===== config.mk =====
export PLATFORM = sky130hd
export DESIGN_NAME = absolute_extent_allocator_flat
export DESIGN_NICKNAME = d
export VERILOG_FILES = /design/src/rtl/core/aea_pkg.sv /design/src/rtl/core/aea_if.sv /design/src/rtl/core/aea_rem_unit.sv /design/src/rtl/core/aea_datapath.sv /design/src/rtl/core/aea_ctrl.sv /design/src/rtl/core/absolute_extent_allocator.sv /design/src/flat_wrapper.sv
export SDC_FILE = /design/constraint.sdc
export NUM_CORES = 2
export LEC_CHECK = 0
export BUFFER_PORTS_ARGS = -buffer_cell sky130_fd_sc_hd__buf_2
export CORE_UTILIZATION = 60
export DETAILED_ROUTE_END_ITERATION = 6
export HOLD_SLACK_MARGIN = 0.08
export PLACE_DENSITY_LB_ADDON = 0.12
export SLEW_MARGIN = 20
export SYNTH_ARGS = -nofsm -noshare
export SYNTH_HDL_FRONTEND = slang
export SYNTH_SLANG_ARGS = --single-unit

===== constraint.sdc =====
create_clock -name i_clk -period 14.15 [get_ports i_clk]
set_input_delay 1.415 -clock i_clk [delete_from_list [all_inputs] [get_ports i_clk]]
set_output_delay 1.415 -clock i_clk [all_outputs]
set_load 0.005 [all_outputs]

===== src/rtl/core/aea_pkg.sv =====
// aea_pkg: shared sizes, codes and control types of the extent allocator
// no dependencies; imported by every module of the block
`timescale 1ns / 1ps

package aea_pkg;

    // table and address sizing
    localparam int MAX_EXTENTS   = 16;
    localparam int GRANULE_BYTES = 8;
    localparam int ADDR_WIDTH    = 32;

    localparam int IDX_W     = $clog2(MAX_EXTENTS);
    localparam int END_W     = ADDR_WIDTH + 1;
    localparam int STATUS_W  = 2;
    localparam int CFG_IDX_W = 2;

    // granule remainder width and granule constant
    localparam int REM_W     = $clog2(GRANULE_BYTES + 1);
    localparam logic [REM_W:0] GRAN = (REM_W + 1)'(GRANULE_BYTES);

    // configuration register indexes
    localparam logic [CFG_IDX_W-1:0] REG_LOWER = CFG_IDX_W'(0);
    localparam logic [CFG_IDX_W-1:0] REG_UPPER = CFG_IDX_W'(1);

    // result codes
    typedef enum logic [STATUS_W-1:0] {
        ST_GRANT   = 2'd0,
        ST_OUTSIDE = 2'd1,
        ST_NO_FIT  = 2'd2,
        ST_FULL    = 2'd3
    } t_status;

    // operand choice of the remainder unit
    typedef enum logic {
        SEL_LOC = 1'b0,
        SEL_SUM = 1'b1
    } t_rem_sel;

    // controller to datapath
    typedef struct packed {
        logic     load;
        logic     rem_start;
        t_rem_sel rem_sel;
        logic     latch_base;
        logic     latch_size;
        logic     latch_end;
        logic     scan_clear;
        logic     scan_step;
        logic     apply;
    } t_dp_cmd;

    // datapath to controller
    typedef struct packed {
        logic outside;
        logic rem_done;
        logic scan_last;
        logic out_free;
    } t_dp_sts;

endpackage


===== src/rtl/core/aea_if.sv =====
// aea_if: request and response channel interfaces of the extent allocator
// depends on aea_pkg for the address and status widths
`timescale 1ns / 1ps

interface aea_req_if;
    logic                             valid;
    logic                             ready;
    logic [aea_pkg::ADDR_WIDTH-1:0]   location;
    logic [aea_pkg::ADDR_WIDTH-1:0]   byte_size;

    modport source (output valid, output location, output byte_size, input ready);
    modport sink   (input valid, input location, input byte_size, output ready);
endinterface

interface aea_rsp_if;
    logic                             valid;
    logic                             ready;
    logic [aea_pkg::STATUS_W-1:0]     status;
    logic [aea_pkg::ADDR_WIDTH-1:0]   granted_address;
    logic [aea_pkg::ADDR_WIDTH-1:0]   granted_size;
    logic [aea_pkg::ADDR_WIDTH-1:0]   free_after;

    modport source (output valid, output status, output granted_address,
                    output granted_size, output free_after, input ready);
    modport sink   (input valid, input status, input granted_address,
                    input granted_size, input free_after, output ready);
endinterface


===== src/rtl/core/aea_rem_unit.sv =====
// aea_rem_unit: unsigned remainder by the granule, registered the cycle after start
// depends on aea_pkg for widths and the granule constant
`timescale 1ns / 1ps

module aea_rem_unit (
    input  logic                        i_clk,
    input  logic                        i_rst_n,
    input  logic                        i_start,
    input  logic [aea_pkg::END_W-1:0]   i_operand,
    output logic                        o_done,
    output logic [aea_pkg::REM_W-1:0]   o_rem
);
    import aea_pkg::*;

    logic [REM_W-1:0]    r_rem;
    logic                r_done;

    // low operand bits below the granule, held until the next start
    always_ff @(posedge i_clk) begin
        if (!i_rst_n) begin
            r_done <= 1'b0;
            r_rem  <= '0;
        end else begin
            r_done <= i_start;
            if (i_start) begin
                r_rem <= REM_W'(i_operand % GRANULE_BYTES);
            end
        end
    end

    assign o_done = r_done;
    assign o_rem  = r_rem;

endmodule


===== src/rtl/core/aea_datapath.sv =====
// aea_datapath: region registers, extent table, alignment, scan and result register
// depends on aea_pkg and aea_rem_unit
`timescale 1ns / 1ps

module aea_datapath (
    input  logic                           i_clk,
    input  logic                           i_rst_n,
    input  aea_pkg::t_dp_cmd               i_cmd,
    output aea_pkg::t_dp_sts               o_sts,
    input  logic [aea_pkg::ADDR_WIDTH-1:0] i_location,
    input  logic [aea_pkg::ADDR_WIDTH-1:0] i_byte_size,
    input  logic                           i_cfg_we,
    input  logic [aea_pkg::CFG_IDX_W-1:0]  i_cfg_idx,
    input  logic [aea_pkg::ADDR_WIDTH-1:0] i_cfg_data,
    output logic                           o_out_valid,
    input  logic                           i_out_ready,
    output logic [aea_pkg::STATUS_W-1:0]   o_status,
    output logic [aea_pkg::ADDR_WIDTH-1:0] o_granted_address,
    output logic [aea_pkg::ADDR_WIDTH-1:0] o_granted_size,
    output logic [aea_pkg::ADDR_WIDTH-1:0] o_free_after
);
    import aea_pkg::*;

    // region and table state
    logic [ADDR_WIDTH-1:0] r_lower;
    logic [ADDR_WIDTH-1:0] r_upper;
    logic [ADDR_WIDTH-1:0] r_free;
    logic [ADDR_WIDTH-1:0] r_ext_start [MAX_EXTENTS];
    logic [END_W-1:0]      r_ext_end   [MAX_EXTENTS];
    logic [MAX_EXTENTS-1:0] r_ext_valid;

    // per request working registers
    logic [ADDR_WIDTH-1:0] r_loc;
    logic [ADDR_WIDTH-1:0] r_req;
    logic                  r_outside;
    logic [ADDR_WIDTH-1:0] r_base;
    logic [END_W-1:0]      r_sum;
    logic [END_W-1:0]      r_size;
    logic [END_W-1:0]      r_end;

    // scan registers
    logic [IDX_W-1:0]      r_idx;
    logic                  r_hit_found;
    logic [IDX_W-1:0]      r_hit_idx;
    logic [ADDR_WIDTH-1:0] r_hit_s;
    logic [END_W-1:0]      r_hit_e;
    logic                  r_spare_found;
    logic [IDX_W-1:0]      r_spare_idx;

    // result register
    logic                  r_out_valid;
    t_status               r_out_status;
    logic [ADDR_WIDTH-1:0] r_out_addr;
    logic [ADDR_WIDTH-1:0] r_out_size;
    logic [ADDR_WIDTH-1:0] r_out_free;

    logic                  w_rem_done;
    logic [REM_W-1:0]      w_rem;
    logic [END_W-1:0]      w_rem_operand;
    logic [END_W-1:0]      w_sum_now;
    logic [REM_W:0]        w_pad;

    logic                  w_cfg_hit;
    logic [ADDR_WIDTH-1:0] n_lower;
    logic [ADDR_WIDTH-1:0] n_upper;
    logic [ADDR_WIDTH-1:0] w_region_sz;
    logic [END_W-1:0]      w_region_end;

    logic                  w_rd_valid;
    logic [ADDR_WIDTH-1:0] w_rd_start;
    logic [END_W-1:0]      w_rd_end;
    logic                  w_holds;

    logic                  w_head;
    logic                  w_tail;
    t_status               w_status;
    logic                  w_grant;
    logic [ADDR_WIDTH-1:0] w_free_new;
    logic                  w_out_free;

    // remainder by the granule, shared by the start offset and the size round-up
    assign w_sum_now     = {1'b0, r_req} + END_W'(w_rem);
    assign w_rem_operand = (i_cmd.rem_sel == SEL_SUM) ? w_sum_now : {1'b0, r_loc};

    aea_rem_unit u_rem (
        .i_clk     (i_clk),
        .i_rst_n   (i_rst_n),
        .i_start   (i_cmd.rem_start),
        .i_operand (w_rem_operand),
        .o_done    (w_rem_done),
        .o_rem     (w_rem)
    );

    assign w_pad = (w_rem == '0) ? '0 : (GRAN - {1'b0, w_rem});

    // region rebuild on a register write
    assign w_cfg_hit    = i_cfg_we && (i_cfg_idx == REG_LOWER || i_cfg_idx == REG_UPPER);
    assign n_lower      = (i_cfg_we && i_cfg_idx == REG_LOWER) ? i_cfg_data : r_lower;
    assign n_upper      = (i_cfg_we && i_cfg_idx == REG_UPPER) ? i_cfg_data : r_upper;
    assign w_region_sz  = (n_upper > n_lower) ? (n_upper - n_lower) : '0;
    assign w_region_end = {1'b0, n_lower} + {1'b0, w_region_sz};

    // one table entry examined per scan cycle
    assign w_rd_valid = r_ext_valid[r_idx];
    assign w_rd_start = r_ext_start[r_idx];
    assign w_rd_end   = r_ext_end[r_idx];
    assign w_holds    = (w_rd_end >= r_end) && (w_rd_start <= r_base)
                        && (!r_hit_found || w_rd_start < r_hit_s);

    // outcome of the scan
    assign w_head = (r_hit_s != r_base);
    assign w_tail = (r_hit_e != r_end);

    always_comb begin
        if (r_outside) begin
            w_status = ST_OUTSIDE;
        end else if (!r_hit_found) begin
            w_status = ST_NO_FIT;
        end else if (w_head && w_tail && !r_spare_found) begin
            w_status = ST_FULL;
        end else begin
            w_status = ST_GRANT;
        end
    end

    assign w_grant    = (w_status == ST_GRANT);
    assign w_free_new = r_free - r_size[ADDR_WIDTH-1:0];
    assign w_out_free = !r_out_valid || i_out_ready;

    // region registers, extent table and free byte count
    always_ff @(posedge i_clk) begin
        if (!i_rst_n) begin
            r_lower        <= '0;
            r_upper        <= '0;
            r_free         <= '0;
            r_ext_valid    <= MAX_EXTENTS'(1);
            r_ext_start[0] <= '0;
            r_ext_end[0]   <= '0;
        end else if (w_cfg_hit) begin
            r_lower        <= n_lower;
            r_upper        <= n_upper;
            r_free         <= w_region_sz;
            r_ext_valid    <= MAX_EXTENTS'(1);
            r_ext_start[0] <= n_lower;
            r_ext_end[0]   <= w_region_end;
        end else if (i_cmd.apply && w_grant) begin
            r_free <= w_free_new;
            if (w_head) begin
                r_ext_end[r_hit_idx] <= {1'b0, r_base};
                if (w_tail) begin
                    r_ext_start[r_spare_idx] <= r_end[ADDR_WIDTH-1:0];
                    r_ext_end[r_spare_idx]   <= r_hit_e;
                    r_ext_valid[r_spare_idx] <= 1'b1;
                end
            end else if (w_tail) begin
                r_ext_start[r_hit_idx] <= r_end[ADDR_WIDTH-1:0];
            end else begin
                r_ext_valid[r_hit_idx] <= 1'b0;
            end
        end
    end

    // request capture and alignment
    always_ff @(posedge i_clk) begin
        if (i_cmd.load) begin
            r_loc     <= i_location;
            r_req     <= i_byte_size;
            r_outside <= (i_location < r_lower)
                         || (({1'b0, i_location} + {1'b0, i_byte_size}) > {1'b0, r_upper});
        end
        if (i_cmd.latch_base) begin
            r_base <= r_loc - ADDR_WIDTH'(w_rem);
            r_sum  <= w_sum_now;
        end
        if (i_cmd.latch_size) begin
            r_size <= r_sum + END_W'(w_pad);
        end
        if (i_cmd.latch_end) begin
            r_end <= {1'b0, r_base} + r_size;
        end
    end

    // scan over the table
    always_ff @(posedge i_clk) begin
        if (!i_rst_n) begin
            r_idx         <= '0;
            r_hit_found   <= 1'b0;
            r_spare_found <= 1'b0;
        end else if (i_cmd.scan_clear) begin
            r_idx         <= '0;
            r_hit_found   <= 1'b0;
            r_spare_found <= 1'b0;
        end else if (i_cmd.scan_step) begin
            r_idx <= r_idx + IDX_W'(1);
            if (!w_rd_valid) begin
                if (!r_spare_found) begin
                    r_spare_found <= 1'b1;
                    r_spare_idx   <= r_idx;
                end
            end else if (w_holds) begin
                r_hit_found <= 1'b1;
                r_hit_idx   <= r_idx;
                r_hit_s     <= w_rd_start;
                r_hit_e     <= w_rd_end;
            end
        end
    end

    // result register, freed when the beat is taken
    always_ff @(posedge i_clk) begin
        if (!i_rst_n) begin
            r_out_valid <= 1'b0;
        end else if (i_cmd.apply) begin
            r_out_valid <= 1'b1;
        end else if (i_out_ready) begin
            r_out_valid <= 1'b0;
        end
    end

    always_ff @(posedge i_clk) begin
        if (i_cmd.apply) begin
            r_out_status <= w_status;
            r_out_addr   <= w_grant ? r_base : '0;
            r_out_size   <= w_grant ? r_size[ADDR_WIDTH-1:0] : '0;
            r_out_free   <= w_grant ? w_free_new : r_free;
        end
    end

    assign o_sts.outside   = r_outside;
    assign o_sts.rem_done  = w_rem_done;
    assign o_sts.scan_last = (r_idx == IDX_W'(MAX_EXTENTS - 1));
    assign o_sts.out_free  = w_out_free;

    assign o_out_valid       = r_out_valid;
    assign o_status          = r_out_status;
    assign o_granted_address = r_out_addr;
    assign o_granted_size    = r_out_size;
    assign o_free_after      = r_out_free;

endmodule


===== src/rtl/core/aea_ctrl.sv =====
// aea_ctrl: sequencer of one request through align, scan and update
// depends on aea_pkg for the command and status types
`timescale 1ns / 1ps

module aea_ctrl (
    input  logic             i_clk,
    input  logic             i_rst_n,
    input  logic             i_in_valid,
    output logic             o_in_ready,
    output aea_pkg::t_dp_cmd o_cmd,
    input  aea_pkg::t_dp_sts i_sts
);
    import aea_pkg::*;

    typedef enum logic [2:0] {
        S_IDLE,
        S_CHECK,
        S_REM_LOC,
        S_REM_SUM,
        S_END,
        S_SCAN,
        S_UPDATE
    } t_state;

    t_state r_state;
    t_state n_state;

    // next state and commands
    always_comb begin
        n_state = r_state;
        o_cmd   = '0;
        case (r_state)
            S_IDLE: begin
                if (i_in_valid) begin
                    o_cmd.load = 1'b1;
                    n_state    = S_CHECK;
                end
            end
            S_CHECK: begin
                if (i_sts.outside) begin
                    n_state = S_UPDATE;
                end else begin
                    o_cmd.rem_start = 1'b1;
                    o_cmd.rem_sel   = SEL_LOC;
                    n_state         = S_REM_LOC;
                end
            end
            S_REM_LOC: begin
                if (i_sts.rem_done) begin
                    o_cmd.latch_base = 1'b1;
                    o_cmd.rem_start  = 1'b1;
                    o_cmd.rem_sel    = SEL_SUM;
                    n_state          = S_REM_SUM;
                end
            end
            S_REM_SUM: begin
                if (i_sts.rem_done) begin
                    o_cmd.latch_size = 1'b1;
                    n_state          = S_END;
                end
            end
            S_END: begin
                o_cmd.latch_end  = 1'b1;
                o_cmd.scan_clear = 1'b1;
                n_state          = S_SCAN;
            end
            S_SCAN: begin
                o_cmd.scan_step = 1'b1;
                if (i_sts.scan_last) begin
                    n_state = S_UPDATE;
                end
            end
            S_UPDATE: begin
                if (i_sts.out_free) begin
                    o_cmd.apply = 1'b1;
                    n_state     = S_IDLE;
                end
            end
            default: begin
                n_state = S_IDLE;
            end
        endcase
    end

    // state register
    always_ff @(posedge i_clk) begin
        if (!i_rst_n) begin
            r_state <= S_IDLE;
        end else begin
            r_state <= n_state;
        end
    end

    assign o_in_ready = (r_state == S_IDLE);

endmodule


===== src/rtl/core/absolute_extent_allocator.sv =====
// absolute_extent_allocator: top level, claims fixed address ranges from a free extent table
// depends on aea_pkg, aea_if, aea_ctrl and aea_datapath
//
// Usage: a request beat on i_req carries location and byte_size. It is checked
// against the region [region_lower, region_upper), aligned to the granule and
// cut out of the free extent that holds it. Exactly one response beat on o_rsp
// follows each request: status, granted_address, granted_size, free_after.
// Writing region register 0 or 1 through i_cfg_* rebuilds the table as a single
// extent covering the region; the user must keep writes to times when no request is
// in flight, since the block does not enforce this. One request is worked at a time.
// A request inside the region passes the check, two remainder states and an end
// state to be checked and aligned, one table entry per scan cycle, and the update,
// which loads its response beat into the output register. A request outside the
// region goes from the check straight to the update; both return to idle after it.
// The response sits in an output register; the next request is accepted while
// it waits, and the sequencer holds before its update until that beat is taken.
// Reset (synchronous, active low) clears both region registers, so the table
// holds one empty extent at address 0 and free_after reads 0.
`timescale 1ns / 1ps

module absolute_extent_allocator (
    input  logic                           i_clk,
    input  logic                           i_rst_n,
    aea_req_if.sink                        i_req,
    aea_rsp_if.source                      o_rsp,
    input  logic                           i_cfg_we,
    input  logic [aea_pkg::CFG_IDX_W-1:0]  i_cfg_idx,
    input  logic [aea_pkg::ADDR_WIDTH-1:0] i_cfg_data
);
    import aea_pkg::*;

    t_dp_cmd w_cmd;
    t_dp_sts w_sts;

    // sequencer
    aea_ctrl u_ctrl (
        .i_clk      (i_clk),
        .i_rst_n    (i_rst_n),
        .i_in_valid (i_req.valid),
        .o_in_ready (i_req.ready),
        .o_cmd      (w_cmd),
        .i_sts      (w_sts)
    );

    // table, alignment and result register
    aea_datapath u_dp (
        .i_clk             (i_clk),
        .i_rst_n           (i_rst_n),
        .i_cmd             (w_cmd),
        .o_sts             (w_sts),
        .i_location        (i_req.location),
        .i_byte_size       (i_req.byte_size),
        .i_cfg_we          (i_cfg_we),
        .i_cfg_idx         (i_cfg_idx),
        .i_cfg_data        (i_cfg_data),
        .o_out_valid       (o_rsp.valid),
        .i_out_ready       (o_rsp.ready),
        .o_status          (o_rsp.status),
        .o_granted_address (o_rsp.granted_address),
        .o_granted_size    (o_rsp.granted_size),
        .o_free_after      (o_rsp.free_after)
    );

endmodule


===== src/flat_wrapper.sv =====
// flat-port wrapper written by rule: the top's interface ports become plain ports
module absolute_extent_allocator_flat import aea_pkg::*;
  (i_clk, i_rst_n, i_cfg_we, i_cfg_idx, i_cfg_data, i_req_valid, i_req_location, i_req_byte_size, i_req_ready, o_rsp_valid, o_rsp_status, o_rsp_granted_address, o_rsp_granted_size, o_rsp_free_after, o_rsp_ready);
  aea_req_if i_req_i ();
  aea_rsp_if o_rsp_i ();
  input  logic i_clk;
  input  logic i_rst_n;
  input  logic i_cfg_we;
  input  logic [aea_pkg::CFG_IDX_W-1:0] i_cfg_idx;
  input  logic [aea_pkg::ADDR_WIDTH-1:0] i_cfg_data;
  input wire logic [$bits(i_req_i.valid)-1:0] i_req_valid;
  input wire logic [$bits(i_req_i.location)-1:0] i_req_location;
  input wire logic [$bits(i_req_i.byte_size)-1:0] i_req_byte_size;
  output wire logic [$bits(i_req_i.ready)-1:0] i_req_ready;
  output wire logic [$bits(o_rsp_i.valid)-1:0] o_rsp_valid;
  output wire logic [$bits(o_rsp_i.status)-1:0] o_rsp_status;
  output wire logic [$bits(o_rsp_i.granted_address)-1:0] o_rsp_granted_address;
  output wire logic [$bits(o_rsp_i.granted_size)-1:0] o_rsp_granted_size;
  output wire logic [$bits(o_rsp_i.free_after)-1:0] o_rsp_free_after;
  input wire logic [$bits(o_rsp_i.ready)-1:0] o_rsp_ready;
  assign i_req_i.valid = i_req_valid;
  assign i_req_i.location = i_req_location;
  assign i_req_i.byte_size = i_req_byte_size;
  assign i_req_ready = i_req_i.ready;
  assign o_rsp_valid = o_rsp_i.valid;
  assign o_rsp_status = o_rsp_i.status;
  assign o_rsp_granted_address = o_rsp_i.granted_address;
  assign o_rsp_granted_size = o_rsp_i.granted_size;
  assign o_rsp_free_after = o_rsp_i.free_after;
  assign o_rsp_i.ready = o_rsp_ready;
  absolute_extent_allocator u_core (.i_clk(i_clk), .i_rst_n(i_rst_n), .i_req(i_req_i), .o_rsp(o_rsp_i), .i_cfg_we(i_cfg_we), .i_cfg_idx(i_cfg_idx), .i_cfg_data(i_cfg_data));
endmodule

==> results.yml <==
clocking:
  cts-resized-gates: 0
  cts_root_buf: "clkbuf_16"
  clock-sinks: 1537
  clk_latency_ns: 0.83
  cts_setup_buffers: 0
  tritoncts: "built"
  hold_buffers: 0
  clk_pin_slew_ns: 0.06
  numCtsBuffers: 157
  clockBufferDepth: 3
  htreeDepth: 4
die:
  die_h_um: 363
  start_util: 0.608
  fp-row-count: 131
  design.core.area_mm2: 0.128
  dieArea_mm2: 0.132
  die_w_um: 363
  io_pins: 203
timing:
  tightestPinTransition_ns: 1.17
  hold-worst-slack_ns: 0.478
  fin_worst_skew_ns: 0.0648
  finalCritPeriodShare: 0.597
  finalCriticalPeriod_ns: 8.45
  setup_tns_ns: 0
  rsz0062_at_grt: "no"
  slew_headroom: 0.220
  max_freq_mhz: 118
  hold_violations: 0
  maxSlewViolCount: 0
  setup_violations: 0
yosys:
  avgSynthCellArea_um2: 13.0
  synth_simple_gate_area_frac: 0.0835
  dominantRegCellSynth: "edfxtp_1"
  synth_compound_area_frac: 0.0943
  synth.area.top_cells: "edfxtp_1, mux4_2, ha_1"
  syn_area_mm2: 0.0781
  syn_inst: 6007
  synth_area_leader_cell: "edfxtp_1"
  synth_top_family_by_area: "multiplexers"
  synthArstFlopShare: 0
  ys.warnings.count: 0
  synthAdderAreaFrac: 0.0553
  synthMuxAreaShare: 0.131
  synth_seq_cells: 1537
  synth_edf_count: 1407
  synthDominantCellAreaShare: 0.541
  synthXorXnorAreaFrac: 0.0302
  synth_cell_type_count: 85
  syn_nets: 6450
  synth-seq-area-share: 0.575
route:
  routed_wl_mm: 257
  dr.pass1.iters: 6
  routedWlPerCell_um: 32.1
  via_per_inst: 6.68
  drc: 0
  dr_total_vias: 53600
  detail-route-antenna-nets: 0
  drtIter0Drc: 7666
global_routing:
  grt_remaining_overflow: 0
  grt_max_degree: 112
  grt_first_pass_wirelength_mm: 365
  grt_pass1_vias: 51400
  grt_util_all_layers: 0.393
  grt_antenna_before_repair: 23
place:
  dp_hpwl_mm: 171
  globalplace.congestion: 1.02
  port_buffers: 202
  dp_cells: 7728
cells_and_area:
  fin_nets: 6601
  fin_util: 0.676
  regArea_mm2: 0.0449
  final_cells: 8022
  drive_gt1_frac: 0.194
  syn2layout_area_growth_pct: 11.1
  n_fill_cell: 9153
  multi_input_area_mm2: 0.0313
worst_hold_path:
  hold_start: "u_core.u_dp.r_ext_valid[7]"
  hp-class: "reg2reg"
setup_path:
  crit_type: "reg2reg"
  worstPathMaxFanout: 40
  endpoint_kind: "flop"
  critPathRequiredTime_ns: 14.62
  cp.arrival_ns: 8.91
  rr_startpoint: "u_core.u_dp.r_hit_e[3]"
  crit_path_start: "u_core.u_dp.r_hit_e[3]"
  crit_path_start_kind: "flop"
pwr:
  ir_worst_vdd_mv: 0.128
  cellPowerDensity_mw_per_mm2: 126
  power_uw: 10900
  p_leak_uw: 0.0329
outcome:
  status: "complete, no violations"
flow_run:
  cap_viol_max_count: 0
[synth_stat cells, types with 65 or more instances]
cell and n:
edfxtp_1 1407, clkbuf_1 304, inv_1 295, xor2_1 94
a21oi_1 510, nand4_1 79, a21o_1 111, nor3_1 65
nand2_1 312, nor2_1 646, xnor2_1 175, mux2_2 207
nand3_1 70, ha_1 332, dfxtp_1 130, o21ai_0 184
mux4_2 330
[cell usage in the layout (no fill, tap or decap), drive strengths merged, types with 200 or more instances in the layout]
cell	Yosys	final
clkbuf	305	200
edfxtp	1407	1407
nor2	646	646
nand2	312	312
buf	49	346
ha	332	332
inv	295	299
mux4	330	330
a21oi	510	510
mux2	207	207
[layer usage]
layer | up-vias | global-route usage | wire, µm
met5 | - | 0 | 75
met4 | 12 | 0.191 | 13700
met3 | 610 | 0.0939 | 28700
met2 | 3324 | 0.598 | 116000
met1 | 26700 | 0.533 | 99000
li1 | 23000 | - | -
[cell families after synthesis]
family	after synthesis
flops	1537
fa+ha+maj	340
simple gates	1432
buf+inv	649
xor+xnor	269
compound gates	1198
mux	582
[worst max-delay path, cell delays in order, from the launching register on]
cell and delay (ns):
edfxtp_1 0.84, xor2_1 0.34, nor4_1 0.44, nand3_1 0.26
nor4_1 0.66, nand4_1 0.26, ha_1 0.38, nand2b_1 0.14
nand2_1 0.07, nor2_1 0.11, buf_4 0.26, nand2_1 0.28
buf_4 0.39, nor2_1 0.59, o21ai_2 0.13, buf_4 0.37
a21oi_1 0.80, nand2_1 0.46, nor2_4 0.74, buf_4 0.48
[final timing paths]
kind / slack [ns] / end / cells after the start
worst min register to register: 0.48 / u_core.u_dp.r_ext_valid[7] / 2
worst min-delay path: 0.48 / u_core.u_dp.r_ext_valid[7] / 2
worst max register to register: 5.70 / u_core.u_dp.r_ext_start[4][4] / 19
worst max-delay path: 5.70 / u_core.u_dp.r_ext_start[4][4] / 19
[stage by stage]
stage / setup slack (ns) / cell area [µm²]
final: 5.70 / 86800
after global routing: 5.64 / 86700
after CTS: 6.19 / 86700
after detailed placement: 5.45 / 81500
after global placement: 5.46 / 81500
after floorplan: 6.02 / 78100
[flip-flops by register name, indices dropped and copies added (netlist names), 2 cells and up, named ones only]
signal / count
u_core.u_ctrl.r_state: 3
u_core.u_dp.o_free_after: 32
u_core.u_dp.o_granted_address: 32
u_core.u_dp.o_granted_size: 32
u_core.u_dp.o_status: 2
u_core.u_dp.r_base: 32
u_core.u_dp.r_end: 33
u_core.u_dp.r_ext_end: 528
u_core.u_dp.r_ext_start: 512
u_core.u_dp.r_ext_valid: 16
u_core.u_dp.r_free: 32
u_core.u_dp.r_hit_e: 33
u_core.u_dp.r_hit_idx: 4
u_core.u_dp.r_hit_s: 32
u_core.u_dp.r_idx: 4
u_core.u_dp.r_loc: 32
u_core.u_dp.r_lower: 32
u_core.u_dp.r_req: 32
u_core.u_dp.r_size: 33
u_core.u_dp.r_spare_idx: 4
u_core.u_dp.r_sum: 33
u_core.u_dp.r_upper: 32
u_core.u_dp.u_rem.o_rem: 3
[power breakdown]
group | switching [µW] | internal, µW
Combinational | 901 | 551
Sequential | 109 | 5110
Clock | 1850 | 2390
Total | 2860 | 8040
[cell type report]
| type | count | area share |
|---|---|---|
| Multi-Input combinational cell | 3821 | 0.360 |
| Antenna cell | 6 | 0.000173 |
| Clock inverter | 88 | 0.0120 |
| Timing Repair Buffer | 346 | 0.0243 |
| Tap cell | 1729 | 0.0249 |
| Clock buffer | 200 | 0.0485 |
| Sequential cell | 1537 | 0.517 |
| Inverter | 295 | 0.0128 |
Power figures use the tool's default switching activity.
